[src/rtl/duc_pkg.sv]
// ----------------------------------------------------------------------------
// duc_pkg
// Shared constants, register indexes and the digit decoder for the debounced
// up/down counter with three-digit seven-segment scan.
// ----------------------------------------------------------------------------
package duc_pkg;

   localparam int COUNT_W   = 10;
   localparam int FILTER_W  = 8;
   localparam int HOLD_W    = 16;
   localparam int CSR_IDX_W = 2;
   localparam int CSR_DAT_W = 16;

   localparam logic [COUNT_W-1:0]  COUNT_MAX        = 10'd999;
   localparam logic [FILTER_W-1:0] FILTER_RESET     = 8'd250;
   localparam logic [HOLD_W-1:0]   HOLD_RESET       = 16'd3;
   localparam logic [COUNT_W-1:0]  START_RESET      = 10'd0;

   // configuration register indexes
   localparam logic [CSR_IDX_W-1:0] CSR_FILTER_LENGTH = 2'd0;
   localparam logic [CSR_IDX_W-1:0] CSR_DIGIT_HOLD    = 2'd1;
   localparam logic [CSR_IDX_W-1:0] CSR_START_COUNT   = 2'd2;

   // scan position
   localparam logic [1:0] DIGIT_HUNDREDS = 2'd0;
   localparam logic [1:0] DIGIT_TENS     = 2'd1;
   localparam logic [1:0] DIGIT_UNITS    = 2'd2;

   // active-low digit enables
   localparam logic [2:0] EN_HUNDREDS = 3'b011;
   localparam logic [2:0] EN_TENS     = 3'b101;
   localparam logic [2:0] EN_UNITS    = 3'b110;
   localparam logic [2:0] EN_NONE     = 3'b111;

   localparam logic [7:0] SEG_BLANK = 8'hFF;

   // active-low segment pattern, decimal point off
   function automatic logic [7:0] seg_code(input logic [3:0] digit);
      logic [7:0] code;
      case (digit)
         4'd0:    code = 8'b1100_0000;
         4'd1:    code = 8'b1111_1001;
         4'd2:    code = 8'b1010_0100;
         4'd3:    code = 8'b1011_0000;
         4'd4:    code = 8'b1001_1001;
         4'd5:    code = 8'b1001_0010;
         4'd6:    code = 8'b1000_0010;
         4'd7:    code = 8'b1111_1000;
         4'd8:    code = 8'b1000_0000;
         4'd9:    code = 8'b1001_0000;
         default: code = SEG_BLANK;
      endcase
      return code;
   endfunction

endpackage

[src/rtl/debounced_updown_counter_display.sv]
// ----------------------------------------------------------------------------
// debounced_updown_counter_display
// Debounced up/down 0..999 counter driving a three-digit multiplexed
// seven-segment display, one sample tick per transaction.
// ----------------------------------------------------------------------------
//
//  channel  direction  handshake           payload
//  req      in         req_valid/req_stall up_button_n, down_button_n
//  rsp      out        rsp_valid/rsp_stall segments_n, digit_enable_n,
//                                          count_value, save_strobe
//  csr      in         csr_valid/csr_ready csr_index, csr_data
//
//  One tick per cycle sustained while rsp is not stalled; a tick passes the
//  input register, then the result register. The counter state is updated
//  as a tick moves from the input register into the result register.
//  Reset (synchronous) restores the register defaults and the state derived
//  from them. csr_ready is always high; writes are expected only while idle.
//  A stalled result holds the input register, which then stalls req.
//
module debounced_updown_counter_display
   import duc_pkg::*;
(
   input  logic                 clock,
   input  logic                 reset,

   input  logic                 req_valid,
   output logic                 req_stall,
   input  logic                 req_up_button_n,
   input  logic                 req_down_button_n,

   output logic                 rsp_valid,
   input  logic                 rsp_stall,
   output logic [7:0]           rsp_segments_n,
   output logic [2:0]           rsp_digit_enable_n,
   output logic [COUNT_W-1:0]   rsp_count_value,
   output logic                 rsp_save_strobe,

   input  logic                 csr_valid,
   output logic                 csr_ready,
   input  logic [CSR_IDX_W-1:0] csr_index,
   input  logic [CSR_DAT_W-1:0] csr_data
);

   // ------------------------------------------------------------------------
   // Configuration registers
   // ------------------------------------------------------------------------
   logic [FILTER_W-1:0] filter_len_ff;
   logic [HOLD_W-1:0]   digit_hold_ff;
   logic                csr_write;

   assign csr_ready = 1'b1;
   assign csr_write = csr_valid && csr_ready;

   always_ff @(posedge clock) begin
      if (reset) begin
         filter_len_ff <= FILTER_RESET;
         digit_hold_ff <= HOLD_RESET;
      end else if (csr_write) begin
         if (csr_index == CSR_FILTER_LENGTH) begin
            filter_len_ff <= csr_data[FILTER_W-1:0];
         end
         if (csr_index == CSR_DIGIT_HOLD) begin
            digit_hold_ff <= csr_data[HOLD_W-1:0];
         end
      end
   end

   // ------------------------------------------------------------------------
   // Input register
   // ------------------------------------------------------------------------
   logic in_valid_ff;
   logic in_up_n_ff;
   logic in_down_n_ff;
   logic advance;
   logic req_take;

   // tick moves on when the result register is empty or being drained
   assign advance   = in_valid_ff && (!rsp_valid || !rsp_stall);
   assign req_stall = in_valid_ff && !advance;
   assign req_take  = req_valid && !req_stall;

   always_ff @(posedge clock) begin
      if (reset) begin
         in_valid_ff <= 1'b0;
      end else begin
         in_valid_ff <= req_take || (in_valid_ff && !advance);
      end
   end

   always_ff @(posedge clock) begin
      if (req_take) begin
         in_up_n_ff   <= req_up_button_n;
         in_down_n_ff <= req_down_button_n;
      end
   end

   // ------------------------------------------------------------------------
   // Counter and debounce state
   // ------------------------------------------------------------------------
   logic [COUNT_W-1:0]  count_ff,      count_in;
   logic [FILTER_W-1:0] up_filter_ff,  up_filter_in;
   logic [FILTER_W-1:0] dn_filter_ff,  dn_filter_in;
   logic                up_wait_ff,    up_wait_in;
   logic                dn_wait_ff,    dn_wait_in;
   logic [1:0]          digit_idx_ff,  digit_idx_in;
   logic [HOLD_W-1:0]   hold_cnt_ff,   hold_cnt_in;
   logic [7:0]          shown_seg_ff,  shown_seg_in;
   logic [2:0]          shown_en_ff,   shown_en_in;
   logic                saved;

   logic                up_pressed;
   logic                dn_pressed;
   logic                busy;

   // digit split of the new count: multiply by reciprocal, then fix up
   logic [15:0]         hund_prod;
   logic [3:0]          hund;
   logic [COUNT_W-1:0]  hund_x100;
   logic [COUNT_W-1:0]  rem_full;
   logic [6:0]          rem;
   logic [14:0]         tens_prod;
   logic [3:0]          tens;
   logic [6:0]          tens_x10;
   logic [6:0]          units_full;
   logic [3:0]          units;
   logic [3:0]          digit_sel;
   logic [HOLD_W-1:0]   hold_eff;
   logic [HOLD_W-1:0]   hold_inc;

   assign up_pressed = !in_up_n_ff;
   assign dn_pressed = !in_down_n_ff;

   always_comb begin
      count_in     = count_ff;
      up_filter_in = up_filter_ff;
      dn_filter_in = dn_filter_ff;
      up_wait_in   = up_wait_ff;
      dn_wait_in   = dn_wait_ff;
      busy         = 1'b0;
      saved        = 1'b0;

      if (dn_wait_ff) begin
         // a pending down press blocks the up button entirely
         if (dn_pressed) begin
            busy = 1'b1;
         end else begin
            count_in     = (count_ff == '0) ? COUNT_MAX : count_ff - 1'b1;
            dn_filter_in = filter_len_ff;
            dn_wait_in   = 1'b0;
            saved        = 1'b1;
         end
      end else begin
         if (up_wait_ff) begin
            if (up_pressed) begin
               busy = 1'b1;
            end else begin
               count_in     = (count_ff >= COUNT_MAX) ? '0 : count_ff + 1'b1;
               up_filter_in = filter_len_ff;
               up_wait_in   = 1'b0;
               saved        = 1'b1;
            end
         end else if (up_pressed) begin
            // filter keeps its value across releases
            up_filter_in = up_filter_ff - 1'b1;
            if (up_filter_in == '0) begin
               up_wait_in = 1'b1;
            end
            busy = 1'b1;
         end

         if (!busy && dn_pressed) begin
            dn_filter_in = dn_filter_ff - 1'b1;
            if (dn_filter_in == '0) begin
               dn_wait_in = 1'b1;
            end
            busy = 1'b1;
         end
      end
   end

   // floor(v/100) = (v*41)>>12 and floor(r/10) = (r*205)>>11 hold over range
   always_comb begin
      hund_prod  = 16'(count_in) * 16'd41;
      hund       = hund_prod[15:12];
      hund_x100  = COUNT_W'(hund) * 10'd100;
      rem_full   = count_in - hund_x100;
      rem        = rem_full[6:0];
      tens_prod  = 15'(rem) * 15'd205;
      tens       = tens_prod[14:11];
      tens_x10   = 7'(tens) * 7'd10;
      units_full = rem - tens_x10;
      units      = units_full[3:0];
   end

   // display scan runs only on ticks where no button is busy
   always_comb begin
      digit_idx_in = digit_idx_ff;
      hold_cnt_in  = hold_cnt_ff;
      shown_seg_in = shown_seg_ff;
      shown_en_in  = shown_en_ff;
      hold_eff     = (digit_hold_ff == '0) ? HOLD_W'(1) : digit_hold_ff;
      hold_inc     = hold_cnt_ff + 1'b1;

      case (digit_idx_ff)
         DIGIT_TENS: begin
            digit_sel = tens;
         end
         DIGIT_UNITS: begin
            digit_sel = units;
         end
         default: begin
            digit_sel = hund;
         end
      endcase

      if (!busy) begin
         case (digit_idx_ff)
            DIGIT_TENS:  shown_en_in = EN_TENS;
            DIGIT_UNITS: shown_en_in = EN_UNITS;
            default:     shown_en_in = EN_HUNDREDS;
         endcase
         shown_seg_in = seg_code(digit_sel);
         hold_cnt_in  = hold_inc;
         if (hold_inc >= hold_eff) begin
            hold_cnt_in  = '0;
            digit_idx_in = (digit_idx_ff >= DIGIT_UNITS) ? DIGIT_HUNDREDS
                                                         : digit_idx_ff + 1'b1;
         end
      end
   end

   always_ff @(posedge clock) begin
      if (reset) begin
         count_ff     <= START_RESET;
         up_filter_ff <= FILTER_RESET;
         dn_filter_ff <= FILTER_RESET;
         up_wait_ff   <= 1'b0;
         dn_wait_ff   <= 1'b0;
         digit_idx_ff <= DIGIT_HUNDREDS;
         hold_cnt_ff  <= '0;
         shown_seg_ff <= SEG_BLANK;
         shown_en_ff  <= EN_NONE;
      end else if (csr_write) begin
         // register writes also reload the state they seed
         if (csr_index == CSR_FILTER_LENGTH) begin
            up_filter_ff <= csr_data[FILTER_W-1:0];
            dn_filter_ff <= csr_data[FILTER_W-1:0];
         end
         if (csr_index == CSR_START_COUNT) begin
            count_ff <= (csr_data[COUNT_W-1:0] > COUNT_MAX) ? '0
                                                            : csr_data[COUNT_W-1:0];
         end
      end else if (advance) begin
         count_ff     <= count_in;
         up_filter_ff <= up_filter_in;
         dn_filter_ff <= dn_filter_in;
         up_wait_ff   <= up_wait_in;
         dn_wait_ff   <= dn_wait_in;
         digit_idx_ff <= digit_idx_in;
         hold_cnt_ff  <= hold_cnt_in;
         shown_seg_ff <= shown_seg_in;
         shown_en_ff  <= shown_en_in;
      end
   end

   // ------------------------------------------------------------------------
   // Result register
   // ------------------------------------------------------------------------
   logic rsp_valid_ff;

   always_ff @(posedge clock) begin
      if (reset) begin
         rsp_valid_ff <= 1'b0;
      end else if (advance) begin
         rsp_valid_ff <= 1'b1;
      end else if (!rsp_stall) begin
         rsp_valid_ff <= 1'b0;
      end
   end

   always_ff @(posedge clock) begin
      if (advance) begin
         rsp_segments_n     <= shown_seg_in;
         rsp_digit_enable_n <= shown_en_in;
         rsp_count_value    <= count_in;
         rsp_save_strobe    <= saved;
      end
   end

   assign rsp_valid = rsp_valid_ff;

   // ------------------------------------------------------------------------
   // Assertions
   // ------------------------------------------------------------------------
`ifndef SYNTH
   // both buttons can never be waiting for release at once
   a_single_wait: assert property (@(posedge clock) disable iff (reset)
      !(up_wait_ff && dn_wait_ff))
      else $error("both buttons waiting for release");

   // scan never reaches the unused fourth position
   a_digit_range: assert property (@(posedge clock) disable iff (reset)
      digit_idx_ff != 2'd3)
      else $error("digit index out of range");

   // every reported count stays within 0..999
   a_count_range: assert property (@(posedge clock) disable iff (reset)
      rsp_valid |-> rsp_count_value <= COUNT_MAX)
      else $error("count out of range");

   // a save means the count moved on a tick that reached the result register
   a_save_moves: assert property (@(posedge clock) disable iff (reset)
      (advance && saved) |=> (rsp_count_value != $past(count_ff)))
      else $error("save strobe without a count change");
`endif

endmodule

[config.mk]
export PLATFORM = sky130hd
export DESIGN_NAME = debounced_updown_counter_display
export DESIGN_NICKNAME = d
export VERILOG_FILES = /design/src/rtl/duc_pkg.sv /design/src/rtl/debounced_updown_counter_display.sv
export SDC_FILE = /design/constraint.sdc
export NUM_CORES = 1
export LEC_CHECK = 0
export ABC_AREA = 0
export BUFFER_PORTS_ARGS = -buffer_cell sky130_fd_sc_hd__buf_2
export CAP_MARGIN = 20
export CELL_PAD_IN_SITES_DETAIL_PLACEMENT = 1
export CELL_PAD_IN_SITES_GLOBAL_PLACEMENT = 2
export CORE_ASPECT_RATIO = 1.2
export CORE_MARGIN = 2
export CORE_UTILIZATION = 41
export DETAILED_ROUTE_END_ITERATION = 16
export HOLD_SLACK_MARGIN = 0.05
export PLACE_DENSITY = 0.95
export RECOVER_POWER = 100
export SLEW_MARGIN = 30
export SYNTH_ARGS = -nofsm -noshare
export SYNTH_HDL_FRONTEND = slang
export SYNTH_SLANG_ARGS = --single-unit
[constraint.sdc]
create_clock -name clock -period 23.8 [get_ports clock]
set_clock_uncertainty 0.1 [all_clocks]
set_input_delay 0 -clock clock [delete_from_list [all_inputs] [get_ports clock]]
set_output_delay 0 -clock clock [all_outputs]
set_load 0.1 [all_outputs]
; ---- Word-level counts from Yosys, hierarchy flattened
; Memories as Yosys holds them, arrays and structs flattened.
; Index checks and enable logic that the tools add are counted.
[word_totals]
reg_bits = 107
mem_bits_ro = 112
input_bits = 25
out_inout_bits = 25
elab_cells = 124
n_memories = 1
[op_classes]
n_addsub = 8
n_mul = 4
n_lt_le_gt_ge = 4
n_eq_ne = 11
n_mux = 46
bitwise_logic = 3
n_reduce_logical = 28
[memory_table]
columns = name, depth, width, rd, rd_clocked_by_memory_dff, write_ports, line_no
row1 = (name not given), 16, 7, 1, 0, 0, duc_pkg.sv:40  ; case (digit)
[op_table]
columns = cell, n
row1 = two-way mux 8 bit, 13
row2 = two-way mux 10 bit, 10
row3 = two-way mux 16 bit, 2
row4 = two-way mux 1 bit, 17
row5 = adder 16 x 1 -> 16 bit (second input constant), 1
row6 = >= comparator 16 bit, 1
row7 = logical NOT 16 bit, 1
row8 = logical NOT 8 bit, 2
row9 = multiplier 10 x 6 -> 16 bit (second input constant), 1
row10 = subtractor 8 x 1 -> 8 bit (second input constant), 2
row11 = multiplier 7 x 8 -> 15 bit (second input constant), 1
row12 = adder 10 x 1 -> 10 bit (second input constant), 1
row13 = >= comparator 10 bit (second input constant), 1
row14 = > comparator 10 bit (second input constant), 1
row15 = logical NOT 10 bit, 1
row16 = subtractor 10 x 1 -> 10 bit (second input constant), 1
row17 = one-hot mux 4 bit (2 select lines), 1
row18 = AND reduction 2 bit, 4
row19 = AND reduction 4 bit, 2
row20 = subtractor 7 bit, 1
row21 = logical NOT 1 bit, 6
row22 = != test 2 x 1 -> 1 bit (second input constant), 3
row23 = != test 3 bit (second input constant), 2
row24 = one-hot mux 3 bit (2 select lines), 1
row25 = 19 further kinds, 28

; ---- Logic depth before layout (Yosys ltp)
; An unclocked memory read counts as a cell.
[depth]
ltp_word = 14
mapped_depth = 50
depth_no_buf = 50

; ---- Worst setup path after synthesis
; Ideal clock, no wire load.
[synth_path]
path_kind = reg2reg
startpoint = register count_ff[0]
endpoint = register rsp_segments_n[6], data pin
setup_time_ns = 0.266
arrival_time_ns = 10.266
required_time_ns = 23.434
path_slack_ns = 13.168
stages_incl_launch_ff = 47
n_path_buf = 1
synth_period_minus_slack_ns = 10.632
cell_sequence = dfxtp_1 -> inv_1 -> ha_1 -> nor4b_4 -> nand4_1 -> and2_1 -> clkbuf_1 -> a22oi_1 -> o21ai_0 -> a21oi_1 -> ha_1 -> inv_1 -> fa_1 -> inv_1 -> ha_1 -> ha_1 -> a21o_1 -> a221oi_1 -> [11 not listed] -> fa_1 -> inv_1 -> fa_1 -> inv_1 -> ha_1 -> nand4b_1 -> nor3_1 -> nor2_1 -> a221o_1 -> xnor2_1 -> fa_1 -> xor2_1 -> xnor3_1 -> xnor2_1 -> o221a_2 -> and3_4 -> a211oi_2 -> o21ai_1
[synth_via]
elab_chain_len = 14
elab_cells_between_ends = 19
classes_between = 4 x add/sub / 4 x mul / 1 x order compare / 8 x mux / 1 x reduce/logical / 1 x memory
[synth_rtl]
columns = element, line_no
row1 = from (decl), debounced_updown_counter_display.sv:100  ; logic [COUNT_W-1:0] count_ff, count_in;
row2 = from (signal assigned), debounced_updown_counter_display.sv:250  ; count_ff <= (csr_data[COUNT_W-1:0] > COUNT_MAX) ? '0
row3 = from (signal assigned), debounced_updown_counter_display.sv:254  ; count_ff <= count_in;
row4 = adder 10 x 1 -> 10 bit or >= comparator 10 bit (tied branches), debounced_updown_counter_display.sv:157  ; count_in = (count_ff >= COUNT_MAX) ? '0 : count_ff + 1'b1;
row5 = two-way mux 10 bit, debounced_updown_counter_display.sv:157
row6 = two-way mux 10 bit, debounced_updown_counter_display.sv:154  ; if (up_pressed) begin
row7 = two-way mux 10 bit, debounced_updown_counter_display.sv:153  ; if (up_wait_ff) begin
row8 = two-way mux 10 bit (*), debounced_updown_counter_display.sv:142  ; if (dn_wait_ff) begin
row9 = net count_in[5], debounced_updown_counter_display.sv:100
row10 = multiplier 10 x 6 -> 16 bit, debounced_updown_counter_display.sv:183  ; hund_prod = 16'(count_in) * 16'd41;
row11 = multiplier 4 x 5 -> 5 bit, debounced_updown_counter_display.sv:185  ; hund_x100 = COUNT_W'(hund) * 10'd100;
row12 = subtractor 7 bit, debounced_updown_counter_display.sv:186  ; rem_full = count_in - hund_x100;
row13 = multiplier 7 x 8 -> 15 bit, debounced_updown_counter_display.sv:188  ; tens_prod = 15'(rem) * 15'd205;
row14 = multiplier 4 x 3 -> 3 bit, debounced_updown_counter_display.sv:190  ; tens_x10 = 7'(tens) * 7'd10;
row15 = subtractor 4 bit, debounced_updown_counter_display.sv:191  ; units_full = rem - tens_x10;
row16 = one-hot mux 4 bit (2 select lines) (*), debounced_updown_counter_display.sv:204  ; case (digit_idx_ff)
row17 = memory (16 x 7 bit) (*), n/a
row18 = two-way mux 8 bit (*), debounced_updown_counter_display.sv:216  ; if (!busy) begin
row19 = net shown_seg_in[6], debounced_updown_counter_display.sv:107  ; logic [7:0] shown_seg_ff, shown_seg_in;
row20 = to (signal assigned), debounced_updown_counter_display.sv:283  ; rsp_segments_n <= shown_seg_in;
row21 = to (decl), debounced_updown_counter_display.sv:33  ; output logic [7:0] rsp_segments_n,
; Mark *: on every way through the listed nets, which the timed path passes. The rest lies on a longest branch.
; A chain may end at the register's enable or synchronous reset.

; ---- Worst setup path in the final report
[layout_path]
startpoint = register dn_wait_ff
endpoint = register rsp_segments_n[0], data pin
[layout_via]
elab_chain_len = 10
elab_cells_between_ends = 11
classes_between = 2 x add/sub / 4 x mul / 4 x mux / 1 x memory
[layout_rtl]
columns = element, line_no
row1 = from (decl), debounced_updown_counter_display.sv:104  ; logic dn_wait_ff, dn_wait_in;
row2 = from (signal assigned), debounced_updown_counter_display.sv:258  ; dn_wait_ff <= dn_wait_in;
row3 = two-way mux 10 bit (*), debounced_updown_counter_display.sv:142
row4 = net count_in[6], debounced_updown_counter_display.sv:100
row5 = multiplier 10 x 6 -> 16 bit, debounced_updown_counter_display.sv:183
row6 = multiplier 4 x 5 -> 5 bit, debounced_updown_counter_display.sv:185
row7 = subtractor 7 bit, debounced_updown_counter_display.sv:186
row8 = multiplier 7 x 8 -> 15 bit, debounced_updown_counter_display.sv:188
row9 = multiplier 4 x 3 -> 3 bit, debounced_updown_counter_display.sv:190
row10 = subtractor 4 bit, debounced_updown_counter_display.sv:191
row11 = one-hot mux 4 bit (2 select lines) (*), debounced_updown_counter_display.sv:204
row12 = memory (16 x 7 bit) (*), n/a
row13 = two-way mux 8 bit (*), debounced_updown_counter_display.sv:216
row14 = net shown_seg_in[0], debounced_updown_counter_display.sv:107
; Marks and branches as above.

==> flow_summary.html <==
<table>
<tr><th>Metric</th><th>Value</th></tr>
<tr><th colspan="2">Layout</th></tr>
<tr><td>Most common library cell in the layout ignoring fill and taps</td><td>sky130_fd_sc_hd__nand2_1</td></tr>
<tr><td>Area growth from synthesis to layout</td><td>11.8%</td></tr>
<tr><td>Final core utilization</td><td>between 40% and 50%</td></tr>
<tr><td>Share of cells above drive strength 1</td><td>5.33%</td></tr>
<tr><td>Final net count</td><td>1206</td></tr>
<tr><td>Commonest cells after routing, fill and taps aside</td><td>sky130_fd_sc_hd__nand2_1 (136), sky130_fd_sc_hd__ha_1 (103), sky130_fd_sc_hd__nor2_1 (87)</td></tr>
<tr><td>Design Area, Final</td><td>0.00934 mm^2</td></tr>
<tr><td>N_diodes</td><td>0</td></tr>
<tr><th colspan="2">Die</th></tr>
<tr><td>Initial standard-cell utilization of the core</td><td>around two fifths</td></tr>
<tr><td>I/O pin total</td><td>50</td></tr>
<tr><td>Overall die area</td><td>around 0.022 mm^2</td></tr>
<tr><td>Floorplan core area</td><td>slightly above 0.02 mm^2</td></tr>
<tr><td>Total number of placement rows</td><td>57</td></tr>
<tr><td>Die boundary width</td><td>134 um</td></tr>
<tr><td>Height of the chip</td><td>around 160 um</td></tr>
<tr><th colspan="2">Global route</th></tr>
<tr><td>Aggregate global-route resource usage</td><td>between 20% and 30%</td></tr>
<tr><td>Global-route wire length before repair</td><td>41300 um</td></tr>
<tr><td>Initial antenna violation count</td><td>0</td></tr>
<tr><td>Remaining Overflow, GRT</td><td>0</td></tr>
<tr><td>Largest net degree at the start of global routing</td><td>61</td></tr>
<tr><td>Number of global-route vias before repair</td><td>8137</td></tr>
<tr><th colspan="2">Setup path</th></tr>
<tr><td>Peak per-stage delay on the critical path</td><td>1.21 ns</td></tr>
<tr><td>Crit end category</td><td>flip-flop</td></tr>
<tr><td>Path type of the worst setup path</td><td>reg2reg</td></tr>
<tr><td>Crit-path leading delay family</td><td>adder cells</td></tr>
<tr><td>Largest fanout on the critical path</td><td>35</td></tr>
<tr><td>Number of buffer and inverter stages on the critical path</td><td>5</td></tr>
<tr><td>Slowest stage cell, crit path</td><td>sky130_fd_sc_hd__clkbuf_1</td></tr>
<tr><td>Worst path required time</td><td>23.90 ns</td></tr>
<tr><td>Crit start category</td><td>flip-flop</td></tr>
<tr><td>Cell repeated most along the worst path</td><td>sky130_fd_sc_hd__ha_1</td></tr>
<tr><td>Arrival time worst endpoint</td><td>~13 ns</td></tr>
<tr><th colspan="2">Timing</th></tr>
<tr><td>Post-route setup TNS</td><td>0 ns</td></tr>
<tr><td>Final Setup Violations</td><td>0</td></tr>
<tr><td>Max Fclk</td><td>between 0.07 and 0.08 GHz</td></tr>
<tr><td>Hold Violations, Final</td><td>0</td></tr>
<tr><td>Relative slew margins</td><td>-98.9%</td></tr>
<tr><td>Max-slew violation count</td><td>about 180</td></tr>
<tr><td>Final hold slack</td><td>approximately 0.15 ns</td></tr>
<tr><td>Unrepaired setup endpoints after global routing</td><td>no</td></tr>
<tr><td>Period utilization</td><td>a little over half</td></tr>
<tr><td>Min Clock Period, post-route</td><td>12.83 ns</td></tr>
<tr><td>Pin slew with the least headroom to its limit</td><td>between 2 and 3 ns</td></tr>
<tr><th colspan="2">Place</th></tr>
<tr><td>Last weighted congestion value of the routability-driven placer</td><td>0.867</td></tr>
<tr><td>Quantity of I/O buffers inserted on ports</td><td>between 40 and 50</td></tr>
<tr><td>Dpl hpwl</td><td>~18000 um</td></tr>
<tr><td>Post-detailed-placement cell area</td><td>0.00880 mm^2</td></tr>
<tr><th colspan="2">Yosys</th></tr>
<tr><td>Fraction of the yosys area taken by sequential cells</td><td>between 20% and 30%</td></tr>
<tr><td>Number of standard cells after synthesis</td><td>1017</td></tr>
<tr><td>Cell variety after synth</td><td>81</td></tr>
<tr><td>Yosys synthesis warning count</td><td>0</td></tr>
<tr><td>Proportion of synthesized flip-flops having asynchronous set or reset</td><td>0%</td></tr>
<tr><td>Number of synthesized register bits</td><td>about 110</td></tr>
<tr><td>Number of enable flip-flop cells after synthesis</td><td>24</td></tr>
<tr><td>Number of nets in the synthesized netlist</td><td>1159</td></tr>
<tr><td>Post-Syn Area per Cell</td><td>between 8 and 9 um^2</td></tr>
<tr><td>Top FF cell, synth</td><td>sky130_fd_sc_hd__dfxtp_1</td></tr>
<tr><td>Total standard cell area after synthesis</td><td>approximately 0.0084 mm^2</td></tr>
<tr><th colspan="2">Route</th></tr>
<tr><td>Residual DRC</td><td>0</td></tr>
<tr><td>Routed wire length per instance</td><td>between 15 and 20 um</td></tr>
<tr><td>Total detailed-routing wirelength</td><td>~25000 um</td></tr>
<tr><td>Antenna Violating Nets Remaining</td><td>0</td></tr>
<tr><td>Mean number of vias per cell</td><td>between 5 and 6</td></tr>
<tr><td>Starting DRT DRC Count</td><td>about 350</td></tr>
<tr><td>Count of vias placed by the detailed router</td><td>between 7000 and 8000</td></tr>
<tr><td>Number of search-and-repair iterations in the first detailed-routing pass</td><td>5</td></tr>
<tr><th colspan="2">CTS</th></tr>
<tr><td>CTS buffer count</td><td>9</td></tr>
<tr><td>Clk pin slew, worst setup/hold paths</td><td>0.08 ns</td></tr>
<tr><td>Post-cts sizing count</td><td>0</td></tr>
<tr><td>Clock latency reported for the late side of the worst-skew pair</td><td>roughly 0.36 ns</td></tr>
<tr><td>Library cell used as clock root buffer</td><td>sky130_fd_sc_hd__clkbuf_16</td></tr>
<tr><td># clock sinks</td><td>approximately 110</td></tr>
<tr><td>Max clock buf depth</td><td>2</td></tr>
<tr><td>TritonCTS clock tree</td><td>built</td></tr>
<tr><td>Number of post-CTS setup repair buffers</td><td>0</td></tr>
<tr><td>H-tree Lvls</td><td>3</td></tr>
<tr><td>Number of hold buffers added after CTS</td><td>31</td></tr>
<tr><th colspan="2">Pwr</th></tr>
<tr><td>Total power after layout</td><td>just under 700 uW</td></tr>
<tr><td>Leakage Power</td><td>roughly 0.0040 uW</td></tr>
<tr><td>Pwr per Cell Area</td><td>around 73 mW/mm^2</td></tr>
<tr><td>Max VDD drop</td><td>a little over 0.04 mV</td></tr>
<tr><th colspan="2">Run status</th></tr>
<tr><td>Status</td><td>finished, violations left</td></tr>
<tr><td>Failing checks</td><td>capacitance limit, slew limit</td></tr>
<tr><th colspan="2">Job</th></tr>
<tr><td>Max-capacitance violation count</td><td>5</td></tr>
<tr><th colspan="2">Worst hold path</th></tr>
<tr><td>Tightest Hold Check Type</td><td>in2reg</td></tr>
</table>
-- layer usage --
metal  routed length (um)  track usage (%)
met2                13000             43.7
met5                    0                0
met4                  610             8.09
met3                  710             2.56
met1                10600             28.7
-- path summary, 6_finish.rpt --
kind / startpoint / cells after the start / slack, ns / to
max reg2reg: dn_wait_ff$_SDFFE_PP0P_ / 41 / 10.97 / rsp_segments_n[0]$_DFFE_PP_
min: csr_index[0] / 4 / 0.15 / count_ff[0]$_SDFFE_PP0P_
min reg2reg: shown_seg_ff[7]$_SDFFE_PP1P_ / 1 / 0.34 / shown_seg_ff[7]$_SDFFE_PP1P_
max: dn_wait_ff$_SDFFE_PP0P_ / 41 / 10.97 / rsp_segments_n[0]$_DFFE_PP_
-- power breakdown --
| group | switching, uW | internal [uW] |
|---|---|---|
| Sequential | 11.0 | 195 |
| Clock | 78.9 | 94.4 |
| Combinational | 178 | 124 |
-- worst register-to-register path: cells and delay by family, from the launching register on --
kind	cells	cell delay, ns
fa+ha+maj	12	4.33
compound gates	11	3.23
buf+inv	5	1.64
simple gates	7	1.60
xor+xnor	6	1.41
flops	1	0.37
-- area by class of cell --
type	count	area, um^2
Timing Repair Buffer	87	551
Multi-Input combinational cell	777	5430
Clock inverter	7	110
Inverter	82	310
Clock buffer	9	225
Fill cell	2463	10800
Tap cell	265	332
Sequential cell	107	2380
-- synthesized netlist by cell type, types with 7 or more instances --
master / instances / area share (%)
sky130_fd_sc_hd__a22oi_1: 8 / 0.72
sky130_fd_sc_hd__a21o_1: 14 / 1.3
sky130_fd_sc_hd__a211oi_1: 9 / 0.81
sky130_fd_sc_hd__o211ai_1: 14 / 1.3
sky130_fd_sc_hd__nand4_1: 11 / 0.82
sky130_fd_sc_hd__xor2_1: 22 / 2.3
sky130_fd_sc_hd__o21a_1: 7 / 0.63
sky130_fd_sc_hd__nand3b_1: 9 / 0.81
sky130_fd_sc_hd__mux2i_1: 18 / 2.2
sky130_fd_sc_hd__ha_1: 103 / 15
sky130_fd_sc_hd__nor3_1: 32 / 1.9
sky130_fd_sc_hd__nor2_1: 87 / 3.9
sky130_fd_sc_hd__dfxtp_1: 83 / 20
sky130_fd_sc_hd__buf_2: 7 / 0.42
sky130_fd_sc_hd__a31oi_1: 16 / 1.2
sky130_fd_sc_hd__a21oi_1: 61 / 3.7
sky130_fd_sc_hd__nand3_1: 34 / 2.0
sky130_fd_sc_hd__o21ai_0: 41 / 2.5
sky130_fd_sc_hd__and3_1: 13 / 0.97
sky130_fd_sc_hd__clkbuf_1: 37 / 1.7
sky130_fd_sc_hd__nand2b_1: 8 / 0.60
sky130_fd_sc_hd__fa_1: 14 / 3.4
sky130_fd_sc_hd__inv_1: 79 / 3.5
sky130_fd_sc_hd__nand2_1: 136 / 6.1
sky130_fd_sc_hd__edfxtp_1: 24 / 8.6
sky130_fd_sc_hd__nor4_1: 7 / 0.52
sky130_fd_sc_hd__xnor2_1: 26 / 2.7
sky130_fd_sc_hd__o21ai_1: 9 / 0.54
-- registers in the layout, summed over array words and instances (netlist names), 2 cells and up --
name	cells
count_ff	10
digit_hold_ff	16
digit_idx_ff	2
dn_filter_ff	8
filter_len_ff	8
hold_cnt_ff	16
rsp_count_value	10
rsp_digit_enable_n	3
rsp_segments_n	8
shown_en_ff	3
shown_seg_ff	8
up_filter_ff	8
-- through the flow --
step / worst slack, ns / std cells
finish: 10.97 / 1334
CTS: 11.36 / 1334
global route: 10.07 / 1334
detailed placement: 11.38 / 1287
floorplan: 13.17 / 1017
global placement: 11.86 / 1287
-- logic make-up after synthesis --
logic type	after synthesis	synth area share, %
simple gates	366	20.8
flops	107	28.5
buf+inv	133	6.33
other cells	1	0.0449
xor+xnor	49	5.30
fa+ha+maj	119	19.0
mux	20	2.47
compound gates	222	17.6
No activity file was read; power rests on OpenSTA's default activity.
